[src/ble_pkg.sv]
// Shared types and codes for the bounded list engine.
package ble_pkg;

   localparam int OP_BITS     = 3;
   localparam int STATUS_BITS = 2;

   localparam logic [OP_BITS-1:0] OP_PUSH_FRONT = 3'd0;
   localparam logic [OP_BITS-1:0] OP_PUSH_BACK  = 3'd1;
   localparam logic [OP_BITS-1:0] OP_SORTED_INS = 3'd2;
   localparam logic [OP_BITS-1:0] OP_POP_FRONT  = 3'd3;
   localparam logic [OP_BITS-1:0] OP_POP_BACK   = 3'd4;
   localparam logic [OP_BITS-1:0] OP_DELETE     = 3'd5;
   localparam logic [OP_BITS-1:0] OP_UNUSED_LO  = 3'd6;
   localparam logic [OP_BITS-1:0] OP_UNUSED_HI  = 3'd7;

   localparam logic [STATUS_BITS-1:0] ST_OK        = 2'd0;
   localparam logic [STATUS_BITS-1:0] ST_EMPTY     = 2'd1;
   localparam logic [STATUS_BITS-1:0] ST_NOT_FOUND = 2'd2;
   localparam logic [STATUS_BITS-1:0] ST_FULL      = 2'd3;

   typedef enum logic [3:0] {
      S_IDLE  = 4'b0001,
      S_WALK  = 4'b0010,
      S_LINK2 = 4'b0100,
      S_DONE  = 4'b1000
   } state_type;

endpackage

[src/bounded_list_engine_top.sv]
// Bounded ordered list engine: linked slot store walked by a one-read-per-cycle sequencer.
// Pushes and empty/full/unused requests go through the done state to the result register;
// pop front passes walk and done; sorted insert, pop back and delete walk one node per
// cycle over the slot store read port before done. One request is in flight at a time.
// Reset (synchronous, active high) empties the list; slot stores need no clearing.
module bounded_list_engine_top #(
   parameter int CAPACITY   = 16,
   parameter int VALUE_BITS = 32,
   localparam int SLOT_BITS  = $clog2(CAPACITY),
   localparam int COUNT_BITS = $clog2(CAPACITY + 1)
) (
   input  logic                                clock,
   input  logic                                reset,
   input  logic                                req_valid,
   output logic                                req_stall,
   input  logic [ble_pkg::OP_BITS-1:0]         req_operation,
   input  logic signed [VALUE_BITS-1:0]        req_value,
   output logic                                rsp_valid,
   input  logic                                rsp_stall,
   output logic signed [VALUE_BITS-1:0]        rsp_removed_value,
   output logic [ble_pkg::STATUS_BITS-1:0]     rsp_status,
   output logic [COUNT_BITS-1:0]               rsp_length
);
   import ble_pkg::*;

   localparam logic [COUNT_BITS-1:0] FULL_COUNT = COUNT_BITS'(CAPACITY);
   localparam logic [COUNT_BITS-1:0] ONE_COUNT  = COUNT_BITS'(1);

   state_type state_ff, state_in;
   logic [SLOT_BITS-1:0]  head_ff, head_in, tail_ff, tail_in;
   logic [COUNT_BITS-1:0] count_ff, count_in;
   logic [COUNT_BITS-1:0] free_top_ff, free_top_in, fresh_ff, fresh_in;
   logic [OP_BITS-1:0]    op_ff, op_in;
   logic signed [VALUE_BITS-1:0] value_ff, value_in;
   logic [SLOT_BITS-1:0]  slot_ff, slot_in, cur_ff, cur_in, prev_ff, prev_in, k_ff, k_in;
   logic signed [VALUE_BITS-1:0] res_removed_ff, res_removed_in;
   logic [STATUS_BITS-1:0] res_status_ff, res_status_in;
   logic rsp_valid_ff, rsp_valid_in;
   logic signed [VALUE_BITS-1:0] rsp_removed_ff, rsp_removed_in;
   logic [STATUS_BITS-1:0] rsp_status_ff, rsp_status_in;
   logic [COUNT_BITS-1:0] rsp_length_ff, rsp_length_in;

   logic signed [VALUE_BITS-1:0] elem_mem [CAPACITY];
   logic [SLOT_BITS-1:0] link_mem [CAPACITY];
   logic [SLOT_BITS-1:0] free_mem [CAPACITY];
   logic signed [VALUE_BITS-1:0] elem_q;
   logic [SLOT_BITS-1:0] link_q, free_q;

   logic [SLOT_BITS-1:0] rd_addr, new_slot;
   logic elem_we, link_we, free_push, slot_alloc;
   logic [SLOT_BITS-1:0] elem_wa, link_wa, link_wd;
   logic signed [VALUE_BITS-1:0] elem_wd;
   logic [COUNT_BITS-1:0] free_rd_idx;
   logic last_node;

   assign free_rd_idx = free_top_ff - ONE_COUNT;
   assign new_slot = (free_top_ff != '0) ? free_q : fresh_ff[SLOT_BITS-1:0];
   assign last_node = (COUNT_BITS'(k_ff) == (count_ff - ONE_COUNT));

   always_ff @(posedge clock) begin
      if (elem_we) begin
         elem_mem[elem_wa] <= elem_wd;
      end
      if (link_we) begin
         link_mem[link_wa] <= link_wd;
      end
      if (free_push) begin
         free_mem[free_top_ff[SLOT_BITS-1:0]] <= cur_ff;
      end
      elem_q <= elem_mem[rd_addr];
      link_q <= link_mem[rd_addr];
      free_q <= free_mem[free_rd_idx[SLOT_BITS-1:0]];
   end

   always_comb begin
      state_in       = state_ff;
      head_in        = head_ff;
      tail_in        = tail_ff;
      count_in       = count_ff;
      op_in          = op_ff;
      value_in       = value_ff;
      slot_in        = slot_ff;
      cur_in         = cur_ff;
      prev_in        = prev_ff;
      k_in           = k_ff;
      res_removed_in = res_removed_ff;
      res_status_in  = res_status_ff;
      rsp_valid_in   = rsp_valid_ff && rsp_stall;
      rsp_removed_in = rsp_removed_ff;
      rsp_status_in  = rsp_status_ff;
      rsp_length_in  = rsp_length_ff;
      rd_addr        = cur_ff;
      elem_we        = 1'b0;
      elem_wa        = new_slot;
      elem_wd        = req_value;
      link_we        = 1'b0;
      link_wa        = new_slot;
      link_wd        = head_ff;
      free_push      = 1'b0;
      slot_alloc     = 1'b0;

      case (state_ff)
         S_IDLE: begin
            rd_addr = head_ff;
            if (req_valid) begin
               op_in          = req_operation;
               value_in       = req_value;
               slot_in        = new_slot;
               cur_in         = head_ff;
               prev_in        = head_ff;
               k_in           = '0;
               res_removed_in = '0;
               res_status_in  = ST_OK;
               state_in       = S_DONE;
               if (req_operation == OP_PUSH_FRONT || req_operation == OP_PUSH_BACK ||
                   req_operation == OP_SORTED_INS) begin
                  if (count_ff == FULL_COUNT) begin
                     res_status_in = ST_FULL;
                  end else if (req_operation == OP_PUSH_BACK) begin
                     elem_we    = 1'b1;
                     slot_alloc = 1'b1;
                     count_in   = count_ff + ONE_COUNT;
                     tail_in    = new_slot;
                     if (count_ff == '0) begin
                        head_in = new_slot;
                     end else begin
                        link_we = 1'b1;
                        link_wa = tail_ff;
                        link_wd = new_slot;
                     end
                  end else if (req_operation == OP_PUSH_FRONT || count_ff == '0) begin
                     elem_we    = 1'b1;
                     link_we    = 1'b1;
                     slot_alloc = 1'b1;
                     count_in   = count_ff + ONE_COUNT;
                     head_in    = new_slot;
                     if (count_ff == '0) begin
                        tail_in = new_slot;
                     end
                  end else begin
                     state_in = S_WALK;
                  end
               end else if (req_operation == OP_POP_FRONT || req_operation == OP_POP_BACK ||
                            req_operation == OP_DELETE) begin
                  if (count_ff == '0) begin
                     res_status_in = ST_EMPTY;
                  end else begin
                     state_in = S_WALK;
                  end
               end
            end
         end
         S_WALK: begin
            rd_addr = link_q;
            elem_wa = slot_ff;
            elem_wd = value_ff;
            case (op_ff)
               OP_SORTED_INS: begin
                  if (value_ff < elem_q) begin
                     elem_we    = 1'b1;
                     link_we    = 1'b1;
                     link_wa    = slot_ff;
                     link_wd    = cur_ff;
                     slot_alloc = 1'b1;
                     count_in   = count_ff + ONE_COUNT;
                     if (k_ff == '0) begin
                        head_in  = slot_ff;
                        state_in = S_DONE;
                     end else begin
                        state_in = S_LINK2;
                     end
                  end else if (last_node) begin
                     elem_we    = 1'b1;
                     link_we    = 1'b1;
                     link_wa    = cur_ff;
                     link_wd    = slot_ff;
                     slot_alloc = 1'b1;
                     count_in   = count_ff + ONE_COUNT;
                     tail_in    = slot_ff;
                     state_in   = S_DONE;
                  end else begin
                     cur_in  = link_q;
                     prev_in = cur_ff;
                     k_in    = k_ff + SLOT_BITS'(1);
                  end
               end
               OP_POP_FRONT: begin
                  res_removed_in = elem_q;
                  head_in        = link_q;
                  free_push      = 1'b1;
                  count_in       = count_ff - ONE_COUNT;
                  state_in       = S_DONE;
               end
               OP_POP_BACK: begin
                  if (last_node) begin
                     res_removed_in = elem_q;
                     tail_in        = prev_ff;
                     free_push      = 1'b1;
                     count_in       = count_ff - ONE_COUNT;
                     state_in       = S_DONE;
                  end else begin
                     cur_in  = link_q;
                     prev_in = cur_ff;
                     k_in    = k_ff + SLOT_BITS'(1);
                  end
               end
               OP_DELETE: begin
                  if (elem_q == value_ff) begin
                     res_removed_in = elem_q;
                     free_push      = 1'b1;
                     count_in       = count_ff - ONE_COUNT;
                     state_in       = S_DONE;
                     if (k_ff == '0) begin
                        head_in = link_q;
                     end else begin
                        link_we = 1'b1;
                        link_wa = prev_ff;
                        link_wd = link_q;
                        if (last_node) begin
                           tail_in = prev_ff;
                        end
                     end
                  end else if (last_node) begin
                     res_status_in = ST_NOT_FOUND;
                     state_in      = S_DONE;
                  end else begin
                     cur_in  = link_q;
                     prev_in = cur_ff;
                     k_in    = k_ff + SLOT_BITS'(1);
                  end
               end
               default: begin
                  state_in = S_DONE;
               end
            endcase
         end
         S_LINK2: begin
            link_we  = 1'b1;
            link_wa  = prev_ff;
            link_wd  = slot_ff;
            state_in = S_DONE;
         end
         S_DONE: begin
            if (!rsp_valid_ff || !rsp_stall) begin
               rsp_valid_in   = 1'b1;
               rsp_removed_in = res_removed_ff;
               rsp_status_in  = res_status_ff;
               rsp_length_in  = count_ff;
               state_in       = S_IDLE;
            end
         end
         default: begin
            state_in = S_IDLE;
         end
      endcase
   end

   always_comb begin
      free_top_in = free_top_ff;
      fresh_in    = fresh_ff;
      if (free_push) begin
         free_top_in = free_top_ff + ONE_COUNT;
      end else if (slot_alloc) begin
         if (free_top_ff != '0) begin
            free_top_in = free_top_ff - ONE_COUNT;
         end else begin
            fresh_in = fresh_ff + ONE_COUNT;
         end
      end
   end

   always_ff @(posedge clock) begin
      if (reset) begin
         state_ff     <= S_IDLE;
         head_ff      <= '0;
         tail_ff      <= '0;
         count_ff     <= '0;
         free_top_ff  <= '0;
         fresh_ff     <= '0;
         rsp_valid_ff <= 1'b0;
      end else begin
         state_ff     <= state_in;
         head_ff      <= head_in;
         tail_ff      <= tail_in;
         count_ff     <= count_in;
         free_top_ff  <= free_top_in;
         fresh_ff     <= fresh_in;
         rsp_valid_ff <= rsp_valid_in;
      end
   end

   always_ff @(posedge clock) begin
      op_ff          <= op_in;
      value_ff       <= value_in;
      slot_ff        <= slot_in;
      cur_ff         <= cur_in;
      prev_ff        <= prev_in;
      k_ff           <= k_in;
      res_removed_ff <= res_removed_in;
      res_status_ff  <= res_status_in;
      rsp_removed_ff <= rsp_removed_in;
      rsp_status_ff  <= rsp_status_in;
      rsp_length_ff  <= rsp_length_in;
   end

   assign req_stall         = (state_ff != S_IDLE);
   assign rsp_valid         = rsp_valid_ff;
   assign rsp_removed_value = rsp_removed_ff;
   assign rsp_status        = rsp_status_ff;
   assign rsp_length        = rsp_length_ff;

endmodule

[config.mk]
export PLATFORM = sky130hd
export DESIGN_NAME = bounded_list_engine_top
export DESIGN_NICKNAME = d
export VERILOG_FILES = /design/src/ble_pkg.sv /design/src/bounded_list_engine_top.sv
export SDC_FILE = /design/constraint.sdc
export NUM_CORES = 1
export LEC_CHECK = 0
export ABC_AREA = 0
export BUFFER_PORTS_ARGS = -buffer_cell sky130_fd_sc_hd__buf_2
export CORE_MARGIN = 3
export CORE_UTILIZATION = 45
export CTS_CLUSTER_DIAMETER = 40
export DETAILED_ROUTE_END_ITERATION = 7
export PLACE_DENSITY = 0.67
export SLEW_MARGIN = 10
export SYNTH_ARGS = -nofsm -noshare
export SYNTH_HDL_FRONTEND = slang
export SYNTH_SLANG_ARGS = --single-unit
[constraint.sdc]
create_clock -name clock -period 14 [get_ports clock]
set_clock_uncertainty 0.15 [all_clocks]
set_input_delay 4.2 -clock clock [delete_from_list [all_inputs] [get_ports clock]]
set_output_delay 4.2 -clock clock [all_outputs]
set_load 0.03 [all_outputs]
==> impl_metrics.ini, run 1 <==
[place]
gp_congestion = 0.875
io_buffers = 79
dpl_worst_slack_ps = 6100
hpwl_um = 47300
placed_cells = 3530

[setup_path]
cp_max_fo = 32
endpoint_kind = flip-flop
worstPathArrival_ps = 7400
worst_ep_required_time_ps = 14110
critPathKind = primary input to flip-flop
start_kind = primary input

[die]
dieArea_um2 = 80000
die_height_um = 283
io_pins = 80
die_width_um = 283
start_util = 0.459
core.rowCount = 100
coreArea_um2 = 75200

[run_status]
outcome = completed

[global_route]
grt_max_degree = 255
grt_pass1_wl_um = 123000
antenna_found_initial = 3
grt_remaining_overflow = 0
grt_pass1_vias = 21197
grt_use_total = 0.200

[job]
maxCapViolCount = 0

[final_layout]
area_delta_synth_final_pct = 14.8
fin_cells = 3723
drive_gt1_frac = 0.135
finalNetCount = 2697
seqCellArea_um2 = 24300
fillers = 6066
n_antenna_cell = 0
multi_input_area_um2 = 9550

[synthesis]
synthesis.area_um2 = 34500
synth_area_leader_cell = edfxtp_1
ys_types = 79
synth-edff-count = 764
ys_seq_area_frac = 0.704
ys_warn_count = 0
syn-num-nets = 2648
syn-instance-count = 2566
ys_seq_elements = 831
synth_top_area_frac = 0.665
synth.area.top_cells = edfxtp_1 (66%), nand2_1 (4.9%), a211oi_1 (4.1%)
ys.flop_type = edfxtp_1
async_flop_share = 0
avgSynthCellArea_um2 = 13.4

[worst_hold_path]
min_path_type = flip-flop to flip-flop

[route]
vias_per_cell = 5.78
drt_iter0_drc = 2054
drt-total-wl_um = 80100
num_vias = 21512
drc = 0
firstDrtPassIters = 5
ant_nets = 0
wl_per_cell_um = 21.5

[timing]
worstMarginPinSlew_ps = 1420
slew_violations = 0
period_minus_slack_ps = 7290
finalSetupTns_ps = 0
max_freq_mhz = 137
slew-limit-headroom = 0.0533
period_share = 0.521
rsz0062_at_grt = no
setup_ws_ps = 6710
setup_viol = 0
fin_hold_ws_ps = 261
finalHoldViolCount = 0

[clocking]
holdBufCountCts = 0
cts_setup_buffers = 0
cts_root_buffer = clkbuf_16
cts-htree-levels = 3
cts_tree = yes
insertion_delay_ps = 670
cts_buffer_depth = 3
post_cts_resized = 0
cts_buffers = 103
path_clk_slew_ps = 60
cts.sinks = 831

[pwr]
p_leak_nw = 13.3
powerDensity_nw_per_um2 = 173
ir_drop_v = 0.000110
==> logic make-up after synthesis <==
kind of cell    share of synthesized area
xor+xnor                          0.00399
simple gates                        0.111
compound gates                      0.116
buf+inv                            0.0259
mux                                0.0236
fa+ha+maj                          0.0156
flops                               0.704
==> state kept, by name, indices dropped and copies added (netlist names), 5 cells and up <==
name               cells
link_mem              64
elem_q                32
free_top_ff            5
count_ff               5
rsp_length             5
res_removed_ff        32
rsp_removed_value     32
value_ff              32
elem_mem             512
free_mem              64
==> final cells by class <==
type | count | area share
Sequential cell | 831 | 0.613
Tap cell | 1020 | 0.0322
Clock inverter | 69 | 0.0231
Inverter | 49 | 0.00464
Multi-Input combinational cell | 1518 | 0.241
Clock buffer | 124 | 0.0691
Timing Repair Buffer | 112 | 0.0166
==> path summary, 6_finish.rpt <==
path | startpoint | cells past startpoint | endpoint | slack [ps]
setup reg to reg | value_ff[17]$_DFFE_PP_ | 10 | elem_mem[7][2]$_DFFE_PP_ | 8540
hold / removal | res_removed_ff[6]$_SDFFCE_PN0P_ | 0 | rsp_removed_value[6]$_DFFE_PP_ | 260
setup / recovery | req_valid | 7 | elem_mem[7][2]$_DFFE_PP_ | 6710
hold reg to reg | res_removed_ff[6]$_SDFFCE_PN0P_ | 0 | rsp_removed_value[6]$_DFFE_PP_ | 260
==> cell usage after synthesis, types with 10 or more instances <==
master,instances
mux2i_1,14
o211ai_1,10
mux4_2,20
a21oi_1,127
nand2_1,447
and2_1,147
mux2_2,19
nor3_1,22
a31oi_1,82
buf_2,21
inv_1,49
a311oi_1,72
clkbuf_1,123
dfxtp_1,67
o21ai_0,27
buf_1,14
a211oi_1,190
nand4_1,10
ha_1,43
nand3_1,16
edfxtp_1,764
nor4_1,24
nor2_1,113
==> critical path: stages <==
cell and delay, ps:
buf_2 130, nand2_1 170, a211oi_1 350, a32o_1 420, nor2_1 320, or4_1 800
nor2_4 970
==> stage by stage <==
stage               total power, mW  utilization  instance area, um^2
finish                         6.85        0.527                39600
global route                   7.13        0.527                39600
CTS                            6.89        0.527                39600
detailed placement             4.14        0.478                35900
global placement               4.11        0.478                35900
floorplan                      3.76            -                34500
==> metal layers <==
layer | GRT usage | part of all wire | wire length [um] | vias to the layer above
met4 | 0.0561 | 0.020 | 1640 | 0
met1 | 0.281 | 0.45 | 35800 | 10759
li1 | - | - | - | 9884
met3 | 0.0319 | 0.060 | 4820 | 128
met2 | 0.325 | 0.47 | 37900 | 741
met5 | 0 | 0 | 0 | -
==> layout by cell type, fill, tap and decap left out, types with 48 or more instances in the layout <==
master     synthesis  layout
edfxtp_1         764     764
nand2_1          447     446
a211oi_1         190     190
and2_1           147     147
a21oi_1          127     125
clkbuf_16          0     103
nor2_1           113      97
a31oi_1           82      82
buf_2             21      79
a311oi_1          72      72
dfxtp_1           67      67
inv_1             49      48
==> power breakdown <==
| group | total (mW) | internal, mW | switching, mW |
|---|---|---|---|
| Sequential | 2.94 | 2.86 | 0.0738 |
| Combinational | 1.16 | 0.359 | 0.806 |
| Clock | 2.75 | 1.68 | 1.07 |
Power figures use the tool's default switching activity.
==> run 2: changes to the inputs <==
PLACE_DENSITY = 0.69   (was 0.67)
clock period = 6.32 ns   (was 14 ns; I/O delays follow)
==> impl_metrics.ini, run 2 (synthesis results as in run 1) <==
[global_route]
antenna_found_initial = 4
grt_pass1_vias = 21414
grt_use_total = 0.207
grt_max_degree = 208
grt_pass1_wl_um = 128000
grt_remaining_overflow = 0

[timing]
rsz0062_at_grt = no
period_minus_slack_ps = 5180
setup_ws_ps = 1140
worstMarginPinSlew_ps = 1200
finalHoldViolCount = 0
setup_viol = 0
slew_violations = 0
period_share = 0.820
finalSetupTns_ps = 0
slew-limit-headroom = 0.190
max_freq_mhz = 193

[final_layout]
largest_reg_flops = 512
drive_gt1_frac = 0.141
final_area_um2 = 39800
final_cell_mix = edfxtp_1 (764), nand2_1 (446), a211oi_1 (190), and2_1 (147), a21oi_1 (125)
area_delta_synth_final_pct = 15.3
top_register = elem_mem
layout_commonest_cell = edfxtp_1
n_antenna_cell = 0
fillers = 6050
finalNetCount = 2719
seqCellArea_um2 = 24300
multi_input_area_um2 = 9550

[setup_path]
worstPathArrival_ps = 5300
cp_max_fo = 8
endpoint_kind = flip-flop
start_kind = flip-flop
worst_ep_required_time_ps = 6440
critPathKind = flip-flop to flip-flop

[job]
maxCapViolCount = 0

[pwr]
p_leak_nw = 13.4
ir_drop_v = 0.000240
powerDensity_nw_per_um2 = 382

[die]
io_pins = 80
die_width_um = 283
core.rowCount = 100
dieArea_um2 = 80000
coreArea_um2 = 75200
die_height_um = 283
start_util = 0.459

[place]
io_buffers = 79
gp_congestion = 0.918
dpl_worst_slack_ps = 970
dpl_cell_area_um2 = 36200
hpwl_um = 49800

[clocking]
path_clk_slew_ps = 60
cts_buffer_depth = 3
cts_setup_buffers = 0
insertion_delay_ps = 660
cts.sinks = 831
holdBufCountCts = 0
cts_root_buffer = clkbuf_16
cts_tree = yes
cts-htree-levels = 3
post_cts_resized = 0
cts_buffers = 104

[route]
drc = 0
ant_nets = 0
drt-total-wl_um = 82700
firstDrtPassIters = 8
vias_per_cell = 5.81
drt_iter0_drc = 2235
wl_per_cell_um = 22.1
num_vias = 21786

[worst_hold_path]
min_path_type = flip-flop to flip-flop

[run_status]
outcome = completed
## run 2: layout make-up
class,instances,share of cell area
Clock inverter,69,0.0211
Inverter,49,0.00462
Sequential cell,831,0.610
Clock buffer,129,0.0698
Multi-Input combinational cell,1518,0.240
Timing Repair Buffer,133,0.0220
Tap cell,1020,0.0321
## run 2: worst paths after layout
kind | from | to | slack (ps) | cells past startpoint
worst max register to register | value_ff[21]$_DFFE_PP_ | link_mem[8][2]$_DFFE_PP_ | 1140 | 9
worst min-delay path | res_removed_ff[26]$_SDFFCE_PN0P_ | rsp_removed_value[26]$_DFFE_PP_ | 270 | 0
worst max-delay path | value_ff[21]$_DFFE_PP_ | link_mem[8][2]$_DFFE_PP_ | 1140 | 9
worst min register to register | res_removed_ff[26]$_SDFFCE_PN0P_ | rsp_removed_value[26]$_DFFE_PP_ | 270 | 0
## run 2: metal layers
layer / routed length (um) / GRT usage / up-vias
li1: - / - / 9923
met1: 35800 / 0.292 / 10754
met2: 38700 / 0.332 / 946
met3: 6010 / 0.0361 / 163
met4: 2250 / 0.0612 / 0
met5: 0 / 0 / -
## run 2: worst max-delay path, cell delays in order, from the launching register on
cell,delay [ps]
edfxtp_1,400
ha_1,330
nand4_1,320
nor4_2,890
o31a_1,500
o21ai_1,360
buf_4,290
or4b_1,530
a21bo_1,330
nor4_1,700
## run 2: metrics by stage
step	total power, mW	instances	hold slack (ps)	utilization
after CTS	15.3	3749	267	0.529
after global routing	15.8	3749	274	0.529
after detailed placement	9.22	3551	255	0.481
after global placement	9.17	3551	252	0.481
after floorplan	8.33	2566	250	-
final	15.2	3749	266	0.529
## run 2: power by group
group / switching [mW] / internal (mW) / total (mW)
Combinational: 1.83 / 0.821 / 2.65
Clock: 2.34 / 3.72 / 6.06
Sequential: 0.162 / 6.34 / 6.50
Total: 4.33 / 10.9 / 15.2
